`src/hdl/pksb_pkg.sv`:
```
// Package for the pressed key set buffer: sizes, request codes and word types.
package pksb_pkg;

    localparam int LIST_DEPTH = 16;
    localparam int KEY_W      = 8;
    localparam int CNT_W      = $clog2(LIST_DEPTH + 1);
    localparam int STEP_W     = (LIST_DEPTH > 1) ? $clog2(LIST_DEPTH) : 1;
    // Common width for position compares; holds every count and index.
    localparam int CMP_W      = 8;

    // Request kinds.
    localparam logic [1:0] KIND_PRESS   = 2'd0;
    localparam logic [1:0] KIND_RELEASE = 2'd1;
    localparam logic [1:0] KIND_CLEAR   = 2'd2;
    localparam logic [1:0] KIND_READ    = 2'd3;

    typedef struct packed {
        logic [1:0]       kind;
        logic [KEY_W-1:0] key_code;
        logic [3:0]       read_index;
    } pksb_in_t;

    typedef struct packed {
        logic [4:0]       key_count;
        logic [KEY_W-1:0] read_value;
        logic             read_valid;
        logic             already_present;
        logic             dropped_full;
        logic             release_missing;
    } pksb_out_t;

    // Control broadcast from the sequencer to the ring of cells.
    typedef struct packed {
        logic             shift;
        logic [KEY_W-1:0] key;
        logic [KEY_W-1:0] tail;
    } ring_ctl_t;

    // What the sequencer sees of the cell at the head of the ring.
    typedef struct packed {
        logic [KEY_W-1:0] entry;
        logic             match;
    } head_t;

endpackage

```
`src/hdl/pressed_key_set_buffer_unit.sv`:
```
// Top level of the pressed key set buffer: ring of entry cells and its sequencer.
//
//   Channel   Signals                          Word
//   in        in_valid, in_ready, in_data      pksb_in_t  (kind, key_code, read_index)
//   out       out_valid, out_ready, out_data   pksb_out_t (count, read value, flags)
//
// For each word the entry ring rotates once, one cell per cycle, while the
// sequencer searches, inserts, removes or reads at the head; the output
// register is then loaded with the result.
// Reset empties the list at once; no clearing pass is needed.
// A result waiting in the output register does not block the next word's
// walk; only the load of its own result waits for out_ready.
module pressed_key_set_buffer_unit
    import pksb_pkg::*;
(
    input  logic      clk,
    input  logic      rst_n,
    input  logic      in_valid,
    output logic      in_ready,
    input  pksb_in_t  in_data,
    output logic      out_valid,
    input  logic      out_ready,
    output pksb_out_t out_data
);

    ring_ctl_t        ring_ctl;
    head_t            head;
    logic [KEY_W-1:0] second;
    logic [KEY_W-1:0] entry [LIST_DEPTH];
    logic             match [LIST_DEPTH];

    // Ring of cells; each takes its upper neighbor, the last takes the tail feed.
    for (genvar i = 0; i < LIST_DEPTH; i++)
    begin : g_cell
        logic [KEY_W-1:0] upstream;
        if (i == LIST_DEPTH - 1)
        begin : g_last
            assign upstream = ring_ctl.tail;
        end
        else
        begin : g_mid
            assign upstream = entry[i+1];
        end

        pksb_cell u_cell (
            .clk      (clk),
            .ctl      (ring_ctl),
            .upstream (upstream),
            .entry    (entry[i]),
            .match    (match[i])
        );
    end

    // The head's neighbor; with a single cell the ring wraps onto itself.
    if (LIST_DEPTH > 1)
    begin : g_second
        assign second = entry[1];
    end
    else
    begin : g_second_wrap
        assign second = entry[0];
    end

    assign head.entry = entry[0];
    assign head.match = match[0];

    pksb_ctrl u_ctrl (
        .clk       (clk),
        .rst_n     (rst_n),
        .in_valid  (in_valid),
        .in_ready  (in_ready),
        .in_data   (in_data),
        .out_valid (out_valid),
        .out_ready (out_ready),
        .out_data  (out_data),
        .ring_ctl  (ring_ctl),
        .head      (head),
        .second    (second)
    );

endmodule

```
`src/hdl/pksb_cell.sv`:
```
// One ring cell: holds a list entry, shifts toward the head and compares with the key.
module pksb_cell
    import pksb_pkg::*;
(
    input  logic             clk,
    input  ring_ctl_t        ctl,
    input  logic [KEY_W-1:0] upstream,
    output logic [KEY_W-1:0] entry,
    output logic             match
);

    logic [KEY_W-1:0] entry_reg;
    logic [KEY_W-1:0] entry_next;

    // Take the neighbor's entry on every step of a walk.
    always_comb
    begin
        entry_next = ctl.shift ? upstream : entry_reg;
    end

    always_ff @(posedge clk)
    begin
        entry_reg <= entry_next;
    end

    assign entry = entry_reg;
    assign match = (entry_reg == ctl.key);

endmodule

```
`src/hdl/pksb_ctrl.sv`:
```
// Sequencer: walks the ring once per request, edits the list in flight, builds the result.
module pksb_ctrl
    import pksb_pkg::*;
(
    input  logic             clk,
    input  logic             rst_n,
    input  logic             in_valid,
    output logic             in_ready,
    input  pksb_in_t         in_data,
    output logic             out_valid,
    input  logic             out_ready,
    output pksb_out_t        out_data,
    output ring_ctl_t        ring_ctl,
    input  head_t            head,
    input  logic [KEY_W-1:0] second
);

    typedef enum logic [1:0] {ST_IDLE, ST_WALK, ST_FINISH} state_t;

    state_t           state_reg,     state_next;
    logic [STEP_W-1:0] step_reg,     step_next;
    logic [CNT_W-1:0] count_reg,     count_next;
    pksb_in_t         item_reg,      item_next;
    logic             found_reg,     found_next;
    logic [KEY_W-1:0] rd_val_reg,    rd_val_next;
    logic             rd_ok_reg,     rd_ok_next;
    logic             present_reg,   present_next;
    logic             dropped_reg,   dropped_next;
    logic             missing_reg,   missing_next;
    logic             out_valid_reg, out_valid_next;
    pksb_out_t        out_reg,       out_next;

    logic             pos_ok;
    logic             at_count;
    logic             at_index;
    logic             last_step;
    logic             is_full;
    logic             searching;
    logic             hit;
    logic             found_now;
    logic [KEY_W-1:0] tail_data;

    // Position of the entry now at the head, against the list length and read index.
    assign pos_ok    = CMP_W'(step_reg) < CMP_W'(count_reg);
    assign at_count  = CMP_W'(step_reg) == CMP_W'(count_reg);
    assign at_index  = CMP_W'(step_reg) == CMP_W'(item_reg.read_index);
    assign last_step = step_reg == STEP_W'(LIST_DEPTH - 1);
    assign is_full   = count_reg == CNT_W'(LIST_DEPTH);
    assign searching = (item_reg.kind == KIND_PRESS) || (item_reg.kind == KIND_RELEASE);
    assign hit       = head.match && pos_ok && !found_reg && searching;
    assign found_now = found_reg || hit;

    // Value fed into the tail of the ring. A release feeds the head's
    // neighbor from the match onward, which closes the gap. A press puts
    // the new code in the first free place when no match was seen.
    always_comb
    begin
        tail_data = head.entry;
        case (item_reg.kind)
            KIND_PRESS:
            begin
                if (at_count && !found_reg)
                begin
                    tail_data = item_reg.key_code;
                end
            end
            KIND_RELEASE:
            begin
                if (found_now)
                begin
                    tail_data = second;
                end
            end
            default:
            begin
                tail_data = head.entry;
            end
        endcase
    end

    assign ring_ctl.shift = (state_reg == ST_WALK);
    assign ring_ctl.key   = item_reg.key_code;
    assign ring_ctl.tail  = tail_data;

    // Next-state logic for the sequencer and the output register.
    always_comb
    begin
        state_next     = state_reg;
        step_next      = step_reg;
        count_next     = count_reg;
        item_next      = item_reg;
        found_next     = found_reg;
        rd_val_next    = rd_val_reg;
        rd_ok_next     = rd_ok_reg;
        present_next   = present_reg;
        dropped_next   = dropped_reg;
        missing_next   = missing_reg;
        out_valid_next = out_valid_reg;
        out_next       = out_reg;

        if (out_valid_reg && out_ready)
        begin
            out_valid_next = 1'b0;
        end

        case (state_reg)
            ST_IDLE:
            begin
                if (in_valid)
                begin
                    item_next  = in_data;
                    step_next  = '0;
                    found_next = 1'b0;
                    rd_ok_next = 1'b0;
                    rd_val_next = '0;
                    state_next = ST_WALK;
                end
            end
            ST_WALK:
            begin
                found_next = found_now;
                if ((item_reg.kind == KIND_READ) && at_index && pos_ok)
                begin
                    rd_val_next = head.entry;
                    rd_ok_next  = 1'b1;
                end
                step_next = step_reg + STEP_W'(1);
                if (last_step)
                begin
                    step_next    = '0;
                    present_next = 1'b0;
                    dropped_next = 1'b0;
                    missing_next = 1'b0;
                    case (item_reg.kind)
                        KIND_PRESS:
                        begin
                            present_next = found_now;
                            dropped_next = !found_now && is_full;
                            if (!found_now && !is_full)
                            begin
                                count_next = count_reg + CNT_W'(1);
                            end
                        end
                        KIND_RELEASE:
                        begin
                            missing_next = !found_now;
                            if (found_now)
                            begin
                                count_next = count_reg - CNT_W'(1);
                            end
                        end
                        KIND_CLEAR:
                        begin
                            count_next = '0;
                        end
                        default:
                        begin
                            count_next = count_reg;
                        end
                    endcase
                    state_next = ST_FINISH;
                end
            end
            ST_FINISH:
            begin
                // Wait until the output register is free.
                if (!out_valid_reg || out_ready)
                begin
                    out_next.key_count       = 5'(count_reg);
                    out_next.read_value      = rd_val_reg;
                    out_next.read_valid      = rd_ok_reg;
                    out_next.already_present = present_reg;
                    out_next.dropped_full    = dropped_reg;
                    out_next.release_missing = missing_reg;
                    out_valid_next           = 1'b1;
                    state_next               = ST_IDLE;
                end
            end
            default:
            begin
                state_next = ST_IDLE;
            end
        endcase
    end

    // State, working registers and the output register.
    always_ff @(posedge clk or negedge rst_n)
    begin
        if (!rst_n)
        begin
            state_reg     <= ST_IDLE;
            step_reg      <= '0;
            count_reg     <= '0;
            item_reg      <= '0;
            found_reg     <= 1'b0;
            rd_val_reg    <= '0;
            rd_ok_reg     <= 1'b0;
            present_reg   <= 1'b0;
            dropped_reg   <= 1'b0;
            missing_reg   <= 1'b0;
            out_valid_reg <= 1'b0;
            out_reg       <= '0;
        end
        else
        begin
            state_reg     <= state_next;
            step_reg      <= step_next;
            count_reg     <= count_next;
            item_reg      <= item_next;
            found_reg     <= found_next;
            rd_val_reg    <= rd_val_next;
            rd_ok_reg     <= rd_ok_next;
            present_reg   <= present_next;
            dropped_reg   <= dropped_next;
            missing_reg   <= missing_next;
            out_valid_reg <= out_valid_next;
            out_reg       <= out_next;
        end
    end

    assign in_ready  = (state_reg == ST_IDLE);
    assign out_valid = out_valid_reg;
    assign out_data  = out_reg;

endmodule

```
`config.mk`:
```
export PLATFORM = sky130hd
export DESIGN_NAME = pressed_key_set_buffer_unit
export DESIGN_NICKNAME = d
export VERILOG_FILES = /design/src/hdl/pksb_pkg.sv /design/src/hdl/pressed_key_set_buffer_unit.sv /design/src/hdl/pksb_cell.sv /design/src/hdl/pksb_ctrl.sv
export SDC_FILE = /design/constraint.sdc
export NUM_CORES = 1
export LEC_CHECK = 0
export BUFFER_PORTS_ARGS = -buffer_cell sky130_fd_sc_hd__buf_2
export CAP_MARGIN = 30
export CORE_MARGIN = 8
export CORE_UTILIZATION = 50
export CTS_CLUSTER_SIZE = 20
export DETAILED_ROUTE_END_ITERATION = 6
export GPL_TIMING_DRIVEN = 0
export PLACE_DENSITY = 0.77
export SLEW_MARGIN = 25
export SYNTH_ARGS = -nofsm -noshare
export SYNTH_HDL_FRONTEND = slang
export SYNTH_SLANG_ARGS = --single-unit
```
`constraint.sdc`:
```
create_clock -name clk -period 11 [get_ports clk]
set_input_delay 3.3 -clock clk [delete_from_list [all_inputs] [get_ports clk]]
set_output_delay 3.3 -clock clk [all_outputs]
set_load 0.1 [all_outputs]
```
Word level (Yosys, flattened, before mapping)
Cells that the tools add are included.
{"block": "word_totals", "regBits": 184, "inputBits": 18, "out_inout_bits": 19, "elab_cells": 108}
{"block": "op_classes", "add_sub_neg": 3, "magnitude_cmp": 1, "eq_ne": 16, "muxes": 26, "reduce_logical": 27}
{"cell": "$mux 8", "n": 4}
{"cell": "$pmux 8 s2", "n": 2}
{"cell": "$pmux 5 s3", "n": 1}
{"cell": "$mux 5", "n": 2}
{"cell": "$logic_and 1x1->1", "n": 9}
{"cell": "$eq 8x8->1", "n": 1}
{"cell": "$mux 1", "n": 8}
{"cell": "$mux 4", "n": 2}
{"cell": "$ne 2x1->1 const B", "n": 4}
{"cell": "$pmux 4 s2", "n": 1}
{"cell": "$reduce_and 2->1", "n": 4}
{"cell": "$eq 2x2->1 const B", "n": 3}
{"cell": "$mux 2", "n": 3}
{"cell": "$pmux 2 s3", "n": 1}
{"cell": "$reduce_and 3->1", "n": 2}
{"cell": "$add 5x1->5 const B", "n": 1}
{"cell": "$eq 4x5->1", "n": 1}
{"cell": "$eq 5x5->1 const B", "n": 1}
{"cell": "$lt 4x5->1", "n": 1}
{"cell": "$reduce_and 5->1", "n": 1}
{"cell": "$sub 5x1->5 const B", "n": 1}
{"cell": "$add 4x1->4 const B", "n": 1}
{"cell": "$eq 2x1->1 const B", "n": 2}
{"cell": "$eq 4x4->1", "n": 1}
{"cell": "8 further kinds", "n": 16}

Logic depth before layout (Yosys ltp)
Gate-level depths: netlist of the first run.
{"block": "logic_depth", "ltp_word": 9, "ltp_mapped": 10, "depth_no_buf": 8}

Cells and area by module
Synthesis of the first run repeated with hierarchy kept, for this count alone.
{"block": "hier_totals", "hier_cells": 549, "hier_area_um2": 8001.4}
{"module": "pksb_cell", "n_inst": 16, "cells_each": 19, "area_each_um2": 326.6, "seq_area_each_um2": 240.2}
{"module": "pksb_ctrl", "n_inst": 1, "cells_each": 245, "area_each_um2": 2776.4, "seq_area_each_um2": 1401.3}

Least setup slack after synthesis of the first run
OpenSTA, ideal clock, no wires.
{"block": "synth_timing", "path_kind": "register to output", "from": "register u_ctrl.state_reg[0]", "to": "output port in_ready", "t_arrival_ps": 1723, "t_required_ps": 7700, "setup_slack_ps": 5977, "stages_incl_launch_ff": 2, "n_path_buf": 0, "cell_sequence": "dfrtp_1 > nor2_1"}
{"block": "synth_via", "elab_chain_len": 1}
{"item": "start, declared", "line_no": "pksb_ctrl.sv:20", "rtl": "state_t state_reg, state_next;"}
{"item": "start signal, assigned", "line_no": "pksb_ctrl.sv:206", "rtl": "state_reg <= state_next;"}
{"item": "$logic_not 2->1", "line_no": "pksb_ctrl.sv:221", "rtl": "assign in_ready = (state_reg == ST_IDLE);"}
{"item": "end, declared", "line_no": "pressed_key_set_buffer_unit.sv:19", "rtl": "output logic in_ready,"}
No other way between the ends.

Worst setup path in the final report of the first run
Ends and elaborated chain as after synthesis.

==> results of run 1 <==
[worst max-delay path, stage by stage (launching register included)]
cell,delay [ps]
dfrtp_1,420
nor2_1,170
buf_2,460
[placed cells by master, fill, tap and decap left out, drive strengths merged, types with 3 or more instances in the layout]
| master | n |
|---|---|
| buf | 39 |
| xor2 | 10 |
| mux2 | 18 |
| nor3 | 4 |
| a221o | 8 |
| nand2 | 60 |
| nand3 | 12 |
| and2 | 9 |
| o21ai | 13 |
| inv | 19 |
| xnor2 | 4 |
| clkinvlp | 3 |
| a21oi | 10 |
| a21o | 3 |
| clkinv | 7 |
| nor2 | 10 |
| ha | 8 |
| clkbuf | 27 |
| nand2b | 5 |
| dfrtp | 56 |
| mux2i | 3 |
| edfxtp | 128 |
[cells by family (layout without fill, tap and decap cells)]
group,Yosys count,count (layout),synth area share [%]
XOR/XNOR,14,14,1.83
adder cells (fa/ha/maj),9,9,1.79
multiplexers,21,21,3.53
AND/OR/NAND/NOR,114,114,8.14
flip-flops,184,184,78.3
AO/OA/AOI/OAI,44,44,4.67
buffers and inverters,28,96,1.79
[how the worst min path moves through the flow]
stage                                 endpoint  slack (ps)  depth (start not counted)
finish               g_cell[8].u_cell.entry[7]         420                          0
global route        g_cell[11].u_cell.entry[4]         420                          0
CTS                  g_cell[1].u_cell.entry[6]         420                          0
detailed placement  g_cell[11].u_cell.entry[1]         400                          0
floorplan           g_cell[10].u_cell.entry[0]         400                          0
global placement     g_cell[1].u_cell.entry[6]         400                          0
[stage by stage]
| stage | area, sq um | util (%) | cells | total power [mW] | setup slack, ps |
|---|---|---|---|---|---|
| 6_report | 7690 | 58.3 | 658 | 2.30 | 6230 |
| 3_3_place_gp | 7100 | 53.9 | 626 | 1.72 | 5400 |
| 3_5_place_dp | 7140 | 54.1 | 627 | 1.74 | 5880 |
| 4_1_cts | 7690 | 58.3 | 658 | 2.31 | 6220 |
| 5_1_grt | 7690 | 58.3 | 658 | 2.42 | 6150 |
| 2_1_floorplan | 6700 | - | 414 | 1.59 | 5980 |
[layout make-up]
class	count	area share, %
Sequential cell	184	68.2
Multi-Input combinational cell	202	17.4
Clock buffer	17	5.53
Tap cell	176	2.86
Timing Repair Buffer	37	2.73
Clock inverter	14	1.61
Inverter	16	0.846
Buffer	12	0.781
[metal layers]
layer | up-vias | track usage, % | wire length, microns
met5 | - | 0 | 0
met2 | 83 | 19.6 | 5120
li1 | 1627 | - | -
met3 | 30 | 4.00 | 444
met1 | 1722 | 16.8 | 5040
met4 | 0 | 7.79 | 338
[report_power, final]
part	switching, mW	leakage (nW)	internal [mW]	total, mW
Combinational	0.279	0.898	0.139	0.419
Sequential	0.142	2.07	1.17	1.31
Clock	0.254	0.261	0.312	0.565
==> out/qor.csv, run 1 <==
stage,metric,value,unit
synthesis,post-synthesis async set-or-reset flop share,30.4,%
placed_design,I/O Buffers,36,
global_routing,global-route wire length before repair,17.9,mm
clock_tree,Post-CTS Setup Repair Bufs,0,
floorplanning,I/O Pins,37,
sta,Fin Hold WS,417,ps
clock_tree,clk slew on worst S/H paths,70,ps
worst_setup_path,crit path capture,in_ready,
cells_and_area,register area,0.00525,sq mm
global_routing,initial antenna violation count,0,
floorplanning,Initial Utilization,50.8,%
sta,Highest Clock Rate,210,MHz
pwr,maximum vdd drop,160,uV
worst_setup_path,reg2reg start,g_cell[0].u_cell.entry[0],
cells_and_area,area delta synth->final,14.7,%
detailed_routing,drt pass-1 iters,4,
synthesis,sequential share of the synthesized area,78.3,%
synthesis,area share of the largest cell type after synthesis,57.3,%
clock_tree,TritonCTS clock tree,yes,
sta,Slew headroom,44.1,%
cells_and_area,area of the multi-input gates,0.00134,sq mm
synthesis,Post-synth top cells,"edfxtp_1 (128), nand2_1 (60), dfrtp_1 (56)",
synthesis,Ys Warns,0,
worst_setup_path,reg2reg setup slack,8350,ps
synthesis,synthesized area,0.00670,sq mm
detailed_routing,Routed Antenna Nets,0,
sta,RSZ-0062 raised after global routing,false,
detailed_routing,final WL,10.9,mm
global_routing,GRT Total Usage,13.2,%
sta,final setup TNS,0,ps
worst_setup_path,Startpoint Class,flip-flop,
outcome,status,finished clean,
sta,post-route clock period utilization,43.4,%
sta,final hold vios,0,
pwr,PD cells,299,mW/mm^2
cells_and_area,fin nets,497,
clock_tree,clk sinks,184,
floorplanning,Rows,42,
cells_and_area,proportion of layout cells with a drive suffix above 1,19.7,%
flow_run,maxcap violations,0,
clock_tree,clk_lat worst skew,420,ps
sta,Fin Clk Skew,6.30,ps
synthesis,Post-Syn Instances,414,
synthesis,synth top area cells,"edfxtp_1 (57%), dfrtp_1 (21%), nand2_1 (3.4%), mux2_2 (2.9%), ha_1 (1.5%)",
clock_tree,CTS max path bufs,2,
clock_tree,TritonCTS Buffers,17,
worst_setup_path,cell depth of the worst flop-to-flop path,6,
global_routing,number of global-route vias before repair,3538,
worst_setup_path,reg2reg end,g_cell[15].u_cell.entry[6],
detailed_routing,Wirelength per Cell,16.6,microns
synthesis,post-synth cell types,45,
floorplanning,DIE AREA,0.0174,sq mm
synthesis,top-count cell post-synth,edfxtp_1,
detailed_routing,DRC violations left,0,
clock_tree,CTS Hold Buffers Added,0,
cells_and_area,fill count,971,
placed_design,HPWL after detailed placement,7.12,mm
sta,min Tclk post-route,4770,ps
clock_tree,H-tree depth,4,
sta,Final Max Slew Viols,0,
clock_tree,Clock Tree Root,clkbuf_16,
floorplanning,die width,132,microns
detailed_routing,1st-iter DRT viols,380,
clock_tree,cts repair resizes,0,
detailed_routing,vias per inst,5.26,
synthesis,Post-synth EDFFs,128,
cells_and_area,Antenna Cells,0,
floorplanning,Core ar.,0.0132,sq mm
synthesis,Synth Flop Type,edfxtp_1,
pwr,P_leak,3.23,nW
synthesis,synthesized flop and latch total,184,
synthesis,Syn Nets,441,
worst_hold_path,Hold Path Origin,g_cell[9].u_cell.entry[7],
worst_setup_path,"Max FO, Critical Path",3,
global_routing,largest net degree at the start of global routing,85,
worst_setup_path,Worst Path Required,7700,ps
sta,final setup fails,0,
worst_setup_path,CP Capture Type,primary output,
worst_setup_path,Crit Path Category,flip-flop to primary output,
worst_setup_path,CP startpoint,u_ctrl.state_reg[0],
detailed_routing,via count,3462,
global_routing,grt ovf,0,
worst_hold_path,worst hold path type,flip-flop to flip-flop,
cells_and_area,Largest register FFs,128,
sta,worst slew pin tran,836,ps
synthesis,top cell type by total area after synthesis,edfxtp_1,
worst_setup_path,Worst EP arrival,1470,ps
floorplanning,Die Height,132,microns
placed_design,placer's final routability congestion estimate,0.803,
synthesis,syn avg cell area,16.2,sq um
Note: power is estimated with default switching activity, not from simulation.
==> inputs of run 2 (changes only) <==
- PLACE_DENSITY: 0.77 -> 0.8
- clock period: 11 -> 4.3 ns (I/O delays scaled with it)
==> run 2 against run 1 <==
  * Critical path depth did not move
  * Final cell count is 0.15% higher
  * Clock power grew to 2.7 times the previous value
  * Hold slack worse by 4.3 ps
  * Register-to-register slack worse by 6600 ps
  * Highest routed layer unchanged
  * Clock skew is 2.1 ps higher
  * Count of clock-buffer cells in the layout rose by 1
  * Via count grew 0.49%
  * Critical path type unchanged
  * Critical endpoint unchanged
  * Non-clock buffer count unchanged
  * Die area unchanged
==> out/qor.csv, run 2 (same netlist as run 1, synthesis figures left out) <==
stage,metric,value,unit,change
worst_hold_path,worst hold path type,flip-flop to flip-flop,,
worst_setup_path,CP startpoint,u_ctrl.state_reg[0],,
detailed_routing,vias per inst,5.28,,+0.34%
global_routing,number of global-route vias before repair,3541,,+0.085%
floorplanning,Rows,42,,unchanged
cells_and_area,final instance area,0.00772,sq mm,+0.49%
floorplanning,DIE AREA,0.0174,sq mm,unchanged
worst_setup_path,CP Capture Type,primary output,,
clock_tree,clk_lat worst skew,430,ps,about the same
sta,final setup fails,0,,unchanged
floorplanning,die width,132,microns,unchanged
sta,Final Max Slew Viols,0,,unchanged
global_routing,GRT Total Usage,13.4,%,+0.26 points
placed_design,placer's final routability congestion estimate,0.846,,+5.5%
cells_and_area,fill count,972,,+0.10%
worst_setup_path,Startpoint Class,flip-flop,,
worst_setup_path,"Max FO, Critical Path",3,,unchanged
cells_and_area,proportion of layout cells with a drive suffix above 1,19.7,%,-0.041 points
placed_design,HPWL after detailed placement,6.99,mm,-1.8%
floorplanning,Die Height,132,microns,unchanged
global_routing,global-route wire length before repair,18.2,mm,+1.9%
detailed_routing,DRC violations left,0,,unchanged
global_routing,grt ovf,0,,unchanged
sta,min Tclk post-route,2760,ps,
detailed_routing,Routed Antenna Nets,0,,unchanged
cells_and_area,Antenna Cells,0,,unchanged
detailed_routing,Wirelength per Cell,16.4,microns,-1.2%
global_routing,initial antenna violation count,0,,unchanged
cells_and_area,most frequent cells in the layout,"edfxtp_1 (128), nand2_1 (60), dfrtp_1 (56), buf_2 (35)",,
cells_and_area,fin nets,497,,unchanged
cells_and_area,Largest register FFs,128,,unchanged
floorplanning,Core ar.,0.0132,sq mm,unchanged
worst_hold_path,Hold Path Origin,g_cell[3].u_cell.entry[2],,
sta,Fin Clk Skew,8.37,ps,+2.07 ps
worst_setup_path,Worst EP arrival,1470,ps,about the same
sta,final setup TNS,0,ps,unchanged
clock_tree,cts repair resizes,0,,unchanged
cells_and_area,area delta synth->final,15.3,%,
global_routing,largest net degree at the start of global routing,75,,-12%
sta,final hold vios,0,,unchanged
placed_design,Placed Area,0.00714,sq mm,unchanged
clock_tree,CTS max path bufs,2,,unchanged
clock_tree,clk sinks,184,,unchanged
sta,RSZ-0062 raised after global routing,false,,
flow_run,maxcap violations,0,,unchanged
pwr,maximum vdd drop,484,uV,+200%
sta,Slew headroom,53.3,%,+9.1 points
cells_and_area,"commonest non-fill, non-tap cell in the layout",edfxtp_1,,
clock_tree,Clock Tree Root,clkbuf_16,,
worst_setup_path,Crit Path Category,flip-flop to primary output,,
detailed_routing,1st-iter DRT viols,297,,-22%
floorplanning,I/O Pins,37,,unchanged
worst_setup_path,Worst Path Required,3010,ps,-4690 ps
clock_tree,clk slew on worst S/H paths,60,ps,about the same
clock_tree,TritonCTS clock tree,yes,,
sta,Fin Hold WS,413,ps,-4.31 ps
sta,Highest Clock Rate,362,MHz,
worst_hold_path,WHS Path Cells,0,,unchanged
worst_setup_path,cell depth of the worst flop-to-flop path,7,,+1
clock_tree,Post-CTS Setup Repair Bufs,0,,unchanged
sta,post-route clock period utilization,64.3,%,
detailed_routing,via count,3479,,+0.49%
detailed_routing,drt pass-1 iters,5,,+1
clock_tree,TritonCTS Buffers,17,,unchanged
pwr,PD cells,771,mW/mm^2,+160%
floorplanning,Initial Utilization,50.8,%,unchanged
worst_setup_path,reg2reg start,u_ctrl.count_reg[1],,
sta,worst slew pin tran,701,ps,-135 ps
outcome,status,finished clean,,
clock_tree,CTS Hold Buffers Added,0,,unchanged
placed_design,I/O Buffers,36,,unchanged
clock_tree,H-tree depth,4,,unchanged
detailed_routing,final WL,10.8,mm,-1.1%
pwr,P_leak,3.24,nW,+0.31%
run 2: final timing paths:
path / slack (ps) / end
setup / recovery: 1540 / in_ready
hold / removal: 410 / g_cell[2].u_cell.entry[2]
setup reg to reg: 1700 / g_cell[15].u_cell.entry[6]
hold reg to reg: 410 / g_cell[2].u_cell.entry[2]
max in group asynchronous: 2920 / u_ctrl.out_data[7]
min in group asynchronous: 900 / u_ctrl.out_valid
run 2: cell type report:
type / count / area [sq um] / area share (%)
inverter: 16 / 65.1 / 0.842
clock inverter: 14 / 158 / 2.04
clock buffer: 18 / 429 / 5.56
sequential: 184 / 5250 / 67.9
multi-input combinational: 202 / 1340 / 17.3
timing repair buffer: 37 / 210 / 2.72
tap: 176 / 220 / 2.85
buffer: 12 / 60.1 / 0.777
run 2: per-layer routing:
layer / vias to the layer above / routed length (microns) / GRT usage [%]
met4: 0 / 288 / 7.02
met3: 32 / 523 / 4.76
met5: - / 0 / 0
met2: 65 / 5170 / 20.2
met1: 1758 / 4840 / 16.8
li1: 1624 / - / -
run 2: power by group:
group / internal [mW] / leakage [nW] / switching [mW]
clock network: 0.905 / 0.270 / 0.623
logic: 0.357 / 0.898 / 0.711
registers: 3.00 / 2.07 / 0.362
run 2: worst max-delay path: stages, from the launching register on:
cell     delay (ps)
dfrtp_1         420
nor2_1          180
buf_2           460
run 2: through the flow:
step / std cells / power [mW] / util [%] / setup slack, ps
6_report: 659 / 5.95 / 58.6 / 1540
5_1_grt: 659 / 6.29 / 58.6 / 1420
4_1_cts: 659 / 6.01 / 58.6 / 1520
3_5_place_dp: 627 / 4.45 / 54.1 / 1150
3_3_place_gp: 626 / 4.36 / 53.9 / 690
2_1_floorplan: 414 / 4.05 / - / 1290
